**src/axis_twist_deformer_assert.svh**
```systemverilog
// Assertion macros shared by the twist deformer RTL.
`ifndef AXIS_TWIST_DEFORMER_ASSERT_SVH
`define AXIS_TWIST_DEFORMER_ASSERT_SVH

// Same-cycle implication, sampled on the rising clock, off during reset.
`define ATD_ASSERT_IMP(lbl, pre, post, msg) lbl: assert property (@(posedge clk_i) disable iff (!rst_ni) (pre) |-> (post)) else $error(msg);

// Next-cycle implication, sampled on the rising clock, off during reset.
`define ATD_ASSERT_NXT(lbl, pre, post, msg) lbl: assert property (@(posedge clk_i) disable iff (!rst_ni) (pre) |=> (post)) else $error(msg);

`endif

```
**src/atd_ram.sv**
```systemverilog
// Generic single-write, single-read RAM with registered read data.
`timescale 1ns / 1ps
module atd_ram #(
  parameter int unsigned WIDTH = 8,
  parameter int unsigned DEPTH = 64
) (
  input  logic                                   clk_i,
  input  logic                                   we_i,
  input  logic [((DEPTH > 1) ? $clog2(DEPTH) : 1)-1:0] waddr_i,
  input  logic [WIDTH-1:0]                       wdata_i,
  input  logic                                   re_i,
  input  logic [((DEPTH > 1) ? $clog2(DEPTH) : 1)-1:0] raddr_i,
  output logic [WIDTH-1:0]                       rdata_o
);

  logic [WIDTH-1:0] mem_q [DEPTH];

  // Write port
  always_ff @(posedge clk_i) begin
    if (we_i) begin
      mem_q[waddr_i] <= wdata_i;
    end
  end

  // Registered read port
  always_ff @(posedge clk_i) begin
    if (re_i) begin
      rdata_o <= mem_q[raddr_i];
    end
  end

endmodule

```
**config.mk**
```make
export PLATFORM = sky130hd
export DESIGN_NAME = atd_ram
export DESIGN_NICKNAME = d
export VERILOG_FILES = /design/src/axis_twist_deformer_assert.svh /design/src/atd_ram.sv
export SDC_FILE = /design/constraint.sdc
export NUM_CORES = 1
export LEC_CHECK = 0
export BUFFER_PORTS_ARGS = -buffer_cell sky130_fd_sc_hd__buf_2
export CORE_ASPECT_RATIO = 0.5
export CORE_MARGIN = 10
export CORE_UTILIZATION = 40
export DETAILED_ROUTE_END_ITERATION = 7
export PLACE_DENSITY = 0.65
export SYNTH_ARGS = -nofsm -noshare
export SYNTH_HDL_FRONTEND = slang
export SYNTH_SLANG_ARGS = --single-unit
```
**constraint.sdc**
```tcl
create_clock -name clk_i -period 2.5 [get_ports clk_i]
set_input_delay 0.5 -clock clk_i [delete_from_list [all_inputs] [get_ports clk_i]]
set_output_delay 0.5 -clock clk_i [all_outputs]
set_load 0.05 [all_outputs]
```
==> key figures <==
Final layout
  – # diodes: 0
  – Final instance area: 0.0238 mm²
  – Synthesis-to-layout area growth: 17.8%
  – Fin nets: 1,148
  – Fin cells: 1,851
  – Fraction of layout cells with a size suffix above 1: 33.7%
  – Final core utilization: 47.5%
  – Fill cells: 4,021

Clock tree
  – Cts-stage hold buffer count: 0
  – Setup bufs post-CTS: 0
  – Post_cts resized: 0
  – H-Tree Depth: 2
  – Reg clk slew, reported paths: 0.07 ns
  – Clock sinks: 520
  – Cell at the root of the clock tree: clkbuf_16
  – Worst skew pair latency: 0.58 ns
  – CTS Buf Count: 48
  – TritonCTS clock tree: done
  – Buffer depth of the longest clock path: 3

Placed design
  – Buffers on Ports: 30
  – Placed Area: 0.0223 mm²
  – Detailed placement HPWL: 30,900 µm
  – Pre-CTS setup slack: -0.263 ns
  – Dpl cells: 1,765
  – Placer Congestion: 0.826

Drt
  – Drt wl/cell: 25.7 µm
  – Routed wire length: 47,500 µm
  – DR DRC count: 0
  – Vias: 10,193
  – DR pass1 iterations: 5
  – Post-DRT Antenna Nets: 0
  – Initial drt markers: 1,091
  – Routed vias/inst: 5.51

Synthesis
  – Ranking of synthesized cells by area: edfxtp_1, mux4_2, nor2_1, mux2i_1, mux2_2
  – Synth async-reset ratio: 0%
  – Synth Area per Inst: 21.5 µm²
  – EDFF count, synth: 520
  – Post-synth top area cell: edfxtp_1
  – Predominant post-synthesis flop cell: edfxtp_1
  – Syn. warnings: 0
  – Synth top area share: 77.1%
  – Syn_nets: 963
  – Register area share after synthesis: 77.1%
  – Post-Syn Instances: 940
  – Cell Area, Synth: 0.0202 mm²
  – Most instantiated library cell after synthesis: edfxtp_1
  – Distinct cells, synth: 39
  – Top post-synthesis cells by count: edfxtp_1, mux4_2, nor2_1
  – Yosys reg bits: 520

Power
  – Reg power frac: 53.7%
  – Sw Ratio: 20.6%
  – PD cells: 757 mW/mm²
  – Internal: 14,300 µW
  – Leak: 0.00771 µW
  – Logic pwr share: 5.8%
  – VDD IR max: 0.558 mV
  – Clk pwr share: 40.5%
  – Net Sw Power: 3710 µW

Die
  – Full die area: 0.0606 mm²
  – Core Box Area: 0.0501 mm²
  – I/O pin count: 31
  – Die X: 338 µm
  – FP Rows: 58
  – Initial core utilization: 40.4%
  – Die height: 179 µm

Global routing
  – Antenna violations before repair: 0
  – Number of global-route vias before repair: 10,620
  – All-Layer GR Usage: 15.6%
  – Overflow after GRT: 0
  – Global-route wire length before repair: 70,900 µm
  – Largest net degree at the start of global routing: 65

STA
  – Tightest Pin Transition: 0.774 ns
  – Highest Clock Rate: 0.423 GHz
  – Final period utilization: 94.6%
  – Final slew viol count: 0
  – RSZ-0062 raised after global routing: no
  – Worst setup margin: 0.135 ns
  – Final Hold Fails: 0
  – Final setup skew: 0.0308 ns
  – Setup Viol. Count Final: 0
  – Relative slew slack: 48.4%
  – Min cycle time layout: 2.36 ns

Status
  – Status: completed

Worst setup path
  – Crit start category: flop
  – Worst r2r src: mem_q[20][6]$_DFFE_PP_
  – CP Class: flop to flop
  – Setup crit end kind: flop
  – Worst setup path startpoint: mem_q[20][6]$_DFFE_PP_
  – Data arrival, critical path: 2.67 ns
  – CP max FO: 1
  – CP required: 2.80 ns

Job
  – Max cap viols: 0

Min path
  – HP Start: re_i
  – Hold crit path type: input pin to flop
==> registers in the layout, indices dropped and copies added, names as in the netlist <==
name	count
mem_q	512
rdata_o	8
==> power by group through the flow <==
stage / logic (µW) / registers, µW / clock network, µW
CTS: 1040 / 9690 / 7410
global placement: 1010 / 9880 / 0
finish: 1040 / 9690 / 7310
global route: 1100 / 9690 / 7790
detailed placement: 1040 / 9880 / 0
floorplan: 515 / 9910 / 0
==> logic make-up after synthesis <==
family,share of synthesized area (%)
DFF,77.1
muxes,15.9
and+or+nand+nor,3.37
AOI/OAI and AO/OA,2.06
buffers and inverters,1.56
==> metal layers <==
| metal | share of wire [%] | track usage (%) | routed length, µm | up-vias |
|---|---|---|---|---|
| met1 | 42 | 21.0 | 20000 | 5378 |
| li1 | - | - | - | 4323 |
| met4 | 2.6 | 4.77 | 1250 | 0 |
| met3 | 7.8 | 3.57 | 3690 | 78 |
| met5 | 0 | 0 | 0 | - |
| met2 | 48 | 25.4 | 22600 | 414 |
==> critical path, cell delays in order, from the launching register on <==
cell and delay (ns):
edfxtp_1 0.36, mux4_2 0.46, mux2_2 0.27, o221a_2 0.30
nor3_1 0.42, buf_4 0.20, o32ai_1 0.08
==> per-stage QoR <==
stage	TNS (ns)	total power [µW]	hold WS, ns
after floorplan	0	10400	0.599
after global placement	-1.06	10900	0.894
after detailed placement	-1.18	10900	0.895
after CTS	0	18200	0.297
after global routing	0	18600	0.297
final	0	18000	0.315
==> placed cells by master (no fill, tap or decap), types with 2 or more instances in the layout <==
cell       Yosys  final
a2111oi_0      2      2
a211oi_1       4      4
a21oi_1        3      3
a221oi_1       6      6
a22oi_1        3      3
buf_12         2     12
buf_2         11     27
buf_4         13    146
bufinv_16      0      6
clkbuf_1      17      7
clkbuf_16      0     50
clkinv_1       0     15
clkinv_2       0      7
edfxtp_1     520    520
mux2_2        13     13
mux2i_1       23     23
mux4_2       126    126
nand2_1       19     19
nand2b_1       7      7
nand3_1       13     13
nand3b_1       3      3
nand4_1        2      2
nor2_1        83     83
nor2b_1       14     14
nor3_1         7      7
nor4_1         2      2
o2111ai_1      3      3
o21a_1         2      2
o21ai_0        2      2
o21ai_1        2      2
o221a_2        2      2
o221ai_1       8      8
o22ai_1        8      8
o2bb2ai_1      3      3
o32ai_1        2      2
o41ai_1        2      2
==> layout make-up <==
cell class,count,area (µm²),share of cell area (%)
clock inverter,29,288,1.21
timing repair buffer,186,1490,6.23
tap,690,863,3.62
clock buffer,57,1280,5.36
sequential,520,15600,65.5
multi-input combinational,369,4320,18.1
==> final timing paths <==
path / end / slack [ns] / cells after the start
worst max-delay path: rdata_o[6]$_DFFE_PP_ / 0.14 / 6
worst min-delay path: rdata_o[1]$_DFFE_PP_ / 0.32 / 1
worst max register to register: rdata_o[6]$_DFFE_PP_ / 0.14 / 6
worst min register to register: rdata_o[7]$_DFFE_PP_ / 0.95 / 4
No activity file was read; power rests on OpenSTA's default activity.
