$ cat config.mk
export PLATFORM = sky130hd
export DESIGN_NAME = atd_cordic
export DESIGN_NICKNAME = d
export VERILOG_FILES = /design/src/axis_twist_deformer_assert.svh /design/src/atd_pkg.sv /design/src/atd_cordic.sv
export SDC_FILE = /design/constraint.sdc
export NUM_CORES = 1
export LEC_CHECK = 0
export BUFFER_PORTS_ARGS = -buffer_cell sky130_fd_sc_hd__buf_2
export CAP_MARGIN = 25
export CORE_MARGIN = 1.5
export CORE_UTILIZATION = 48
export CTS_BUF_LIST = sky130_fd_sc_hd__clkbuf_8 sky130_fd_sc_hd__clkbuf_16
export CTS_CLUSTER_SIZE = 14
export DETAILED_ROUTE_END_ITERATION = 10
export PLACE_DENSITY_LB_ADDON = 0.12
export RECOVER_POWER = 50
export SYNTH_ARGS = -nofsm -noshare
export SYNTH_HDL_FRONTEND = slang
export SYNTH_SLANG_ARGS = --single-unit
$ cat constraint.sdc
create_clock -name clk_i -period 10.59 [get_ports clk_i]
set_input_delay 0.5295 -clock clk_i [delete_from_list [all_inputs] [get_ports clk_i]]
set_output_delay 0.5295 -clock clk_i [all_outputs]
set_load 0.01 [all_outputs]
$ cat src/axis_twist_deformer_assert.svh
// Assertion macros shared by the twist deformer RTL.
`ifndef AXIS_TWIST_DEFORMER_ASSERT_SVH
`define AXIS_TWIST_DEFORMER_ASSERT_SVH

// Same-cycle implication, sampled on the rising clock, off during reset.
`define ATD_ASSERT_IMP(lbl, pre, post, msg) lbl: assert property (@(posedge clk_i) disable iff (!rst_ni) (pre) |-> (post)) else $error(msg);

// Next-cycle implication, sampled on the rising clock, off during reset.
`define ATD_ASSERT_NXT(lbl, pre, post, msg) lbl: assert property (@(posedge clk_i) disable iff (!rst_ni) (pre) |=> (post)) else $error(msg);

`endif

$ cat src/atd_pkg.sv
// Shared constants and tables for the twist deformer.
`timescale 1ns / 1ps
package atd_pkg;

  localparam int unsigned MAX_POINTS   = 64;
  localparam int unsigned CORDIC_STEPS = 31;
  localparam int unsigned MOD_STEPS    = 14;

  // Angles in Q.30
  localparam logic [47:0]        TWO_PI_Q30  = 48'd6746518852;
  localparam logic signed [35:0] TWO_PI_S    = 36'sd6746518852;
  localparam logic signed [35:0] PI_S        = 36'sd3373259426;
  localparam logic signed [35:0] HALF_PI_S   = 36'sd1686629713;
  localparam logic signed [33:0] CORDIC_GAIN = 34'sd652032874;

  // Register indexes
  localparam logic CFG_AXIS  = 1'b0;
  localparam logic CFG_ANGLE = 1'b1;

  // Axis codes
  localparam logic [1:0] AXIS_X = 2'd0;
  localparam logic [1:0] AXIS_Y = 2'd1;
  localparam logic [1:0] AXIS_Z = 2'd2;

  // Arctangent table, Q.30
  function automatic logic signed [35:0] atan_q30(input logic [4:0] i);
    logic signed [35:0] r;
    case (i)
      5'd0:  r = 36'sh03243F6A8;
      5'd1:  r = 36'sh01DAC6705;
      5'd2:  r = 36'sh00FADBAFC;
      5'd3:  r = 36'sh007F56EA6;
      5'd4:  r = 36'sh003FEAB76;
      5'd5:  r = 36'sh001FFD55B;
      5'd6:  r = 36'sh000FFFAAA;
      5'd7:  r = 36'sh0007FFF55;
      5'd8:  r = 36'sh0003FFFEA;
      5'd9:  r = 36'sh0001FFFFD;
      5'd10: r = 36'sh0000FFFFF;
      5'd11: r = 36'sh00007FFFF;
      5'd12: r = 36'sh00003FFFF;
      5'd13: r = 36'sh00001FFFF;
      5'd14: r = 36'sh00000FFFF;
      5'd15: r = 36'sh000007FFF;
      5'd16: r = 36'sh000003FFF;
      5'd17: r = 36'sh000001FFF;
      5'd18: r = 36'sh000000FFF;
      5'd19: r = 36'sh0000007FF;
      5'd20: r = 36'sh0000003FF;
      5'd21: r = 36'sh0000001FF;
      5'd22: r = 36'sh0000000FF;
      5'd23: r = 36'sh00000007F;
      5'd24: r = 36'sh00000003F;
      5'd25: r = 36'sh00000001F;
      5'd26: r = 36'sh00000000F;
      5'd27: r = 36'sh000000008;
      5'd28: r = 36'sh000000004;
      5'd29: r = 36'sh000000002;
      5'd30: r = 36'sh000000001;
      default: r = 36'sh000000000;
    endcase
    return r;
  endfunction

  // Axis code three acts as Z
  function automatic logic [1:0] eff_axis(input logic [1:0] a);
    return (a == 2'd3) ? AXIS_Z : a;
  endfunction

endpackage

$ cat src/atd_cordic.sv
// Iterative angle reduction and CORDIC sine/cosine unit, Q.30.
`timescale 1ns / 1ps
module atd_cordic (
  input  logic               clk_i,
  input  logic               rst_ni,
  input  logic               start_i,
  input  logic signed [47:0] theta_i,
  output logic               done_o,
  output logic signed [33:0] cos_o,
  output logic signed [33:0] sin_o
);

  typedef enum logic [3:0] {
    C_IDLE = 4'b0001,
    C_MOD  = 4'b0010,
    C_FOLD = 4'b0100,
    C_ITER = 4'b1000
  } cor_state_e;

  cor_state_e         state_q;
  logic [47:0]        rem_q;
  logic               tneg_q;
  logic [4:0]         step_q;
  logic signed [33:0] x_q, y_q;
  logic signed [35:0] z_q;
  logic               neg_q;
  logic               done_q;

  logic [47:0]        k_shift;
  logic signed [35:0] r0, r1, r2;
  logic               fneg;
  logic signed [33:0] dx, dy;

  assign k_shift = atd_pkg::TWO_PI_Q30 << step_q[3:0];
  assign dx = x_q >>> step_q;
  assign dy = y_q >>> step_q;

  // Fold the reduced angle into [-pi/2, pi/2]
  always_comb begin
    r0 = $signed({2'b00, rem_q[33:0]});
    if (tneg_q) begin
      r0 = -r0;
    end
    r1 = r0;
    if (r1 > atd_pkg::PI_S) begin
      r1 = r1 - atd_pkg::TWO_PI_S;
    end else if (r1 < -atd_pkg::PI_S) begin
      r1 = r1 + atd_pkg::TWO_PI_S;
    end
    r2   = r1;
    fneg = 1'b0;
    if (r1 > atd_pkg::HALF_PI_S) begin
      r2   = r1 - atd_pkg::PI_S;
      fneg = 1'b1;
    end else if (r1 < -atd_pkg::HALF_PI_S) begin
      r2   = r1 + atd_pkg::PI_S;
      fneg = 1'b1;
    end
  end

  // Sequence reduction, fold and rotation steps
  always_ff @(posedge clk_i or negedge rst_ni) begin
    if (!rst_ni) begin
      state_q <= C_IDLE;
      done_q  <= 1'b0;
      step_q  <= '0;
    end else begin
      done_q <= 1'b0;
      case (state_q)
        C_IDLE: begin
          if (start_i) begin
            rem_q   <= theta_i[47] ? 48'(-theta_i) : theta_i;
            tneg_q  <= theta_i[47];
            step_q  <= 5'(atd_pkg::MOD_STEPS - 1);
            state_q <= C_MOD;
          end
        end
        C_MOD: begin
          if (rem_q >= k_shift) begin
            rem_q <= rem_q - k_shift;
          end
          if (step_q == 5'd0) begin
            state_q <= C_FOLD;
          end else begin
            step_q <= step_q - 5'd1;
          end
        end
        C_FOLD: begin
          x_q     <= atd_pkg::CORDIC_GAIN;
          y_q     <= '0;
          z_q     <= r2;
          neg_q   <= fneg;
          step_q  <= '0;
          state_q <= C_ITER;
        end
        C_ITER: begin
          if (!z_q[35]) begin
            x_q <= x_q - dy;
            y_q <= y_q + dx;
            z_q <= z_q - atd_pkg::atan_q30(step_q);
          end else begin
            x_q <= x_q + dy;
            y_q <= y_q - dx;
            z_q <= z_q + atd_pkg::atan_q30(step_q);
          end
          if (step_q == 5'(atd_pkg::CORDIC_STEPS - 1)) begin
            done_q  <= 1'b1;
            state_q <= C_IDLE;
          end else begin
            step_q <= step_q + 5'd1;
          end
        end
        default: state_q <= C_IDLE;
      endcase
    end
  end

  assign done_o = done_q;
  assign cos_o  = neg_q ? -x_q : x_q;
  assign sin_o  = neg_q ? -y_q : y_q;

endmodule

==> results_dict.tcl <==
set metrics [dict create \
    power.share.switching 0.546 \
    final_common_cell "nand2_1" \
    tightest_slew_ns 4.00 \
    clock-root-buffer "clkbuf_16" \
    post-dp-hpwl_um 77700 \
    slowest_delay_ns 1.26 \
    clock_skew_ns 0.0229 \
    p_switching_mw 4.64 \
    drtAntennaViolNets 0 \
    p_int_mw 3.86 \
    syn-cell-area_um2 27300 \
    drv_slew 307 \
    m1WireLength_um 40200 \
    cts_tree "built" \
    wl_met3_um 5140 \
    synth_edf_count 154 \
    clock_path_buffers 2 \
    crit_arrival_ns 9.46 \
    timing.rr.start "step_q[3]$_DFFE_PN0P_" \
    relSlewSlack -1.66 \
    synth_fp_nets 3792 \
    crit_start "step_q[3]$_DFFE_PN0P_" \
    path_class "flip-flop to flip-flop" \
    comb_power_share 0.795 \
    grt_overflow 0 \
    drive_gt1_frac 0.0830 \
    yosysTopAreaCellShare 0.169 \
    initial_core_util 0.485 \
    fin_area_um2 28800 \
    powerDensity_nw_per_um2 295 \
    r2r_setup_slack_ns 1.35 \
    synth_cells 3569 \
    clk_latency_ns 0.50 \
    setup_viol 0 \
    die_area_um2 58400 \
    fin_crit_sh 0.872 \
    synth_cell_types 108 \
    clock_power_share 0.079 \
    yosys_warnings 0 \
    period_minus_slack_ns 9.24 \
    first_global_vias 26300 \
    status "complete, but fails checks" \
    cp_max_fo 43 \
    gp_congestion 0.956 \
    drc 0 \
    grt.total_usage 0.331 \
    synth_ff_type "edfxtp_1" \
    synth_async_sr_flop_share 0.0610 \
    core_area_um2 56400 \
    cp.required_ns 10.81 \
    rows 87 \
    antenna_found_initial 0 \
    rsz0062_at_grt "no" \
    cap_violations 6 \
    vias 27800 \
    cp_top_family "compound AO/OA/AOI/OAI gates" \
    layout.nets 3754 \
    crit_buf_inv 2 \
    grt_max_degree 78 \
    final_cell_mix "nand2_1, nor2_1, a21oi_1" \
    io_pins 120 \
    die_w_um 242 \
    die-height_um 242 \
    detail_route.iter0.violations 2242 \
    hp-class "input port to flip-flop" \
    highest_layer "met4" \
    min_from "start_i" \
    route.met2.wl_um 48900 \
    yosys.area.top_type "edfxtp_1" \
    tns_ns 0 \
    cts_resized 0 \
    slowest_stage "clkbuf_1" \
    area_growth_pct 5.26 \
    syn_avg_cell_area_um2 7.66 \
    wl_per_cell_um 23.1 \
    grt_pass1_wl_um 154000 \
    ctsHtreeMaxLevel 4 \
    p_seq_frac 0.126 \
    routed_wl_um 99200 \
    drtPass1Iterations 6 \
    finalHoldViolCount 0 \
    ys_seq_area_frac 0.178 \
    postPlaceCellArea_um2 28200 \
    ys_ff_latch 164 \
    clkSinkCount 164 \
    via_per_inst 6.48 \
    p_leak_nw 10.7 \
    total_power_mw 8.50 \
    fmax_mhz 108 \
    start_kind "flip-flop" \
    path_clk_slew_ns 0.08 \
    port_buffers 119 \
    cts_buffers 17 \
    end_kind "flip-flop" \
    diodes 0 \
    failed_checks "capacitance limit, slew limit" \
    synth_area_leaders "edfxtp_1, xnor2_1, ha_1" \
    ir_drop_v 0.000175 \
    n_fill_cell 5582 \
]
## power groups by stage
stage / registers [mW] / logic (mW) / clock network (mW)
2_1_floorplan: 0.939 / 5.21 / 0
3_3_place_gp: 1.08 / 6.52 / 0
3_5_place_dp: 1.08 / 6.61 / 0
4_1_cts: 1.07 / 6.66 / 0.682
5_1_grt: 1.09 / 7.42 / 0.705
6_report: 1.07 / 6.76 / 0.671
## routing by layer
metal,up-vias,global-route usage
met3,228,0.0398
met5,-,0
met1,13400,0.401
li1,13200,-
met2,1015,0.578
met4,0,0.164
## synthesized netlist by cell type, types with 11 or more instances
cell type	instances
nand2_1	385
nor2_1	358
a21oi_1	290
xnor2_1	265
o21ai_0	243
ha_1	168
edfxtp_1	154
xor2_1	143
clkbuf_1	142
inv_1	106
nor3_1	76
nand3_1	73
or3_1	62
a31oi_1	60
a21o_1	58
mux2i_1	58
o31ai_1	51
mux4_2	50
nand2b_1	47
a211oi_1	44
and2_1	39
o21a_1	39
and3_1	38
nor4_1	37
nor2b_1	34
o211ai_1	34
buf_1	33
or2_2	30
nand4_1	26
o22ai_1	23
or4_1	22
mux2_2	20
o41ai_1	20
buf_2	19
o21bai_1	16
a211o_1	15
a2111oi_0	12
a21boi_0	12
o2111ai_1	12
buf_6	11
o21ai_1	11
## worst register-to-register path: cells and delay by family, from the launching register on
kind / cells / cell delay (ns)
buffers and inverters: 2 / 2.49
XOR/XNOR: 2 / 0.34
AND/OR/NAND/NOR: 9 / 2.07
adder cells (fa/ha/maj): 1 / 0.36
flip-flops: 1 / 0.87
AO/OA/AOI/OAI: 12 / 2.85
## layout make-up
cell class                 count  area (um^2)  share of cell area
multi-input combinational   3087        21200               0.735
tap                          756          946              0.0329
sequential                   164         4890               0.170
clock inverter                15          168             0.00583
timing repair buffer         153          788              0.0274
clock buffer                  17          425              0.0148
inverter                     108          405              0.0141
## repair_timing
item	4_1_cts	5_1_grt
setup buffers	0	0
hold buffers	1	0
endpoints found under the hold margin	9	0
## through the flow
step | hold WS, ns | utilization | cells | setup slack, ns
4_1_cts | 0.294 | 0.512 | 4297 | 1.74
3_5_place_dp | 0.447 | 0.501 | 4264 | 1.79
5_1_grt | 0.346 | 0.510 | 4300 | 0.658
6_report | 0.321 | 0.510 | 4300 | 1.35
2_1_floorplan | 0.234 | - | 3569 | 2.68
3_3_place_gp | 0.442 | 0.500 | 4263 | 1.94
## flip-flops by register name, indices dropped and copies added, names as in the netlist
signal / flops
y_q: 34
state_q: 4
tneg_q: 1
rem_q: 48
z_q: 36
x_q: 34
done_o: 1
step_q: 5
neg_q: 1
## kinds of logic (layout without fill, tap and decap cells)
logic type,after synthesis,count (layout),synth area share
AO/OA/AOI/OAI,1084,1084,0.260
XOR/XNOR,410,410,0.132
adder cells (fa/ha/maj),172,172,0.0798
buffers and inverters,318,293,0.0482
flip-flops,164,164,0.178
multiplexers,128,128,0.0707
AND/OR/NAND/NOR,1293,1293,0.231
## worst paths after layout
kind | end | cells past startpoint
worst max-delay path | z_q[35]$_DFFE_PP_ | 26
worst min-delay path | state_q[1]$_DFFE_PN0P_ | 3
worst min register to register | state_q[3]$_DFFE_PN0P_ | 1
max in group asynchronous | step_q[0]$_DFFE_PN0P_ | 2
worst max register to register | z_q[35]$_DFFE_PP_ | 26
min in group asynchronous | step_q[2]$_DFFE_PN0P_ | 2
Power figures use the tool's default switching activity.
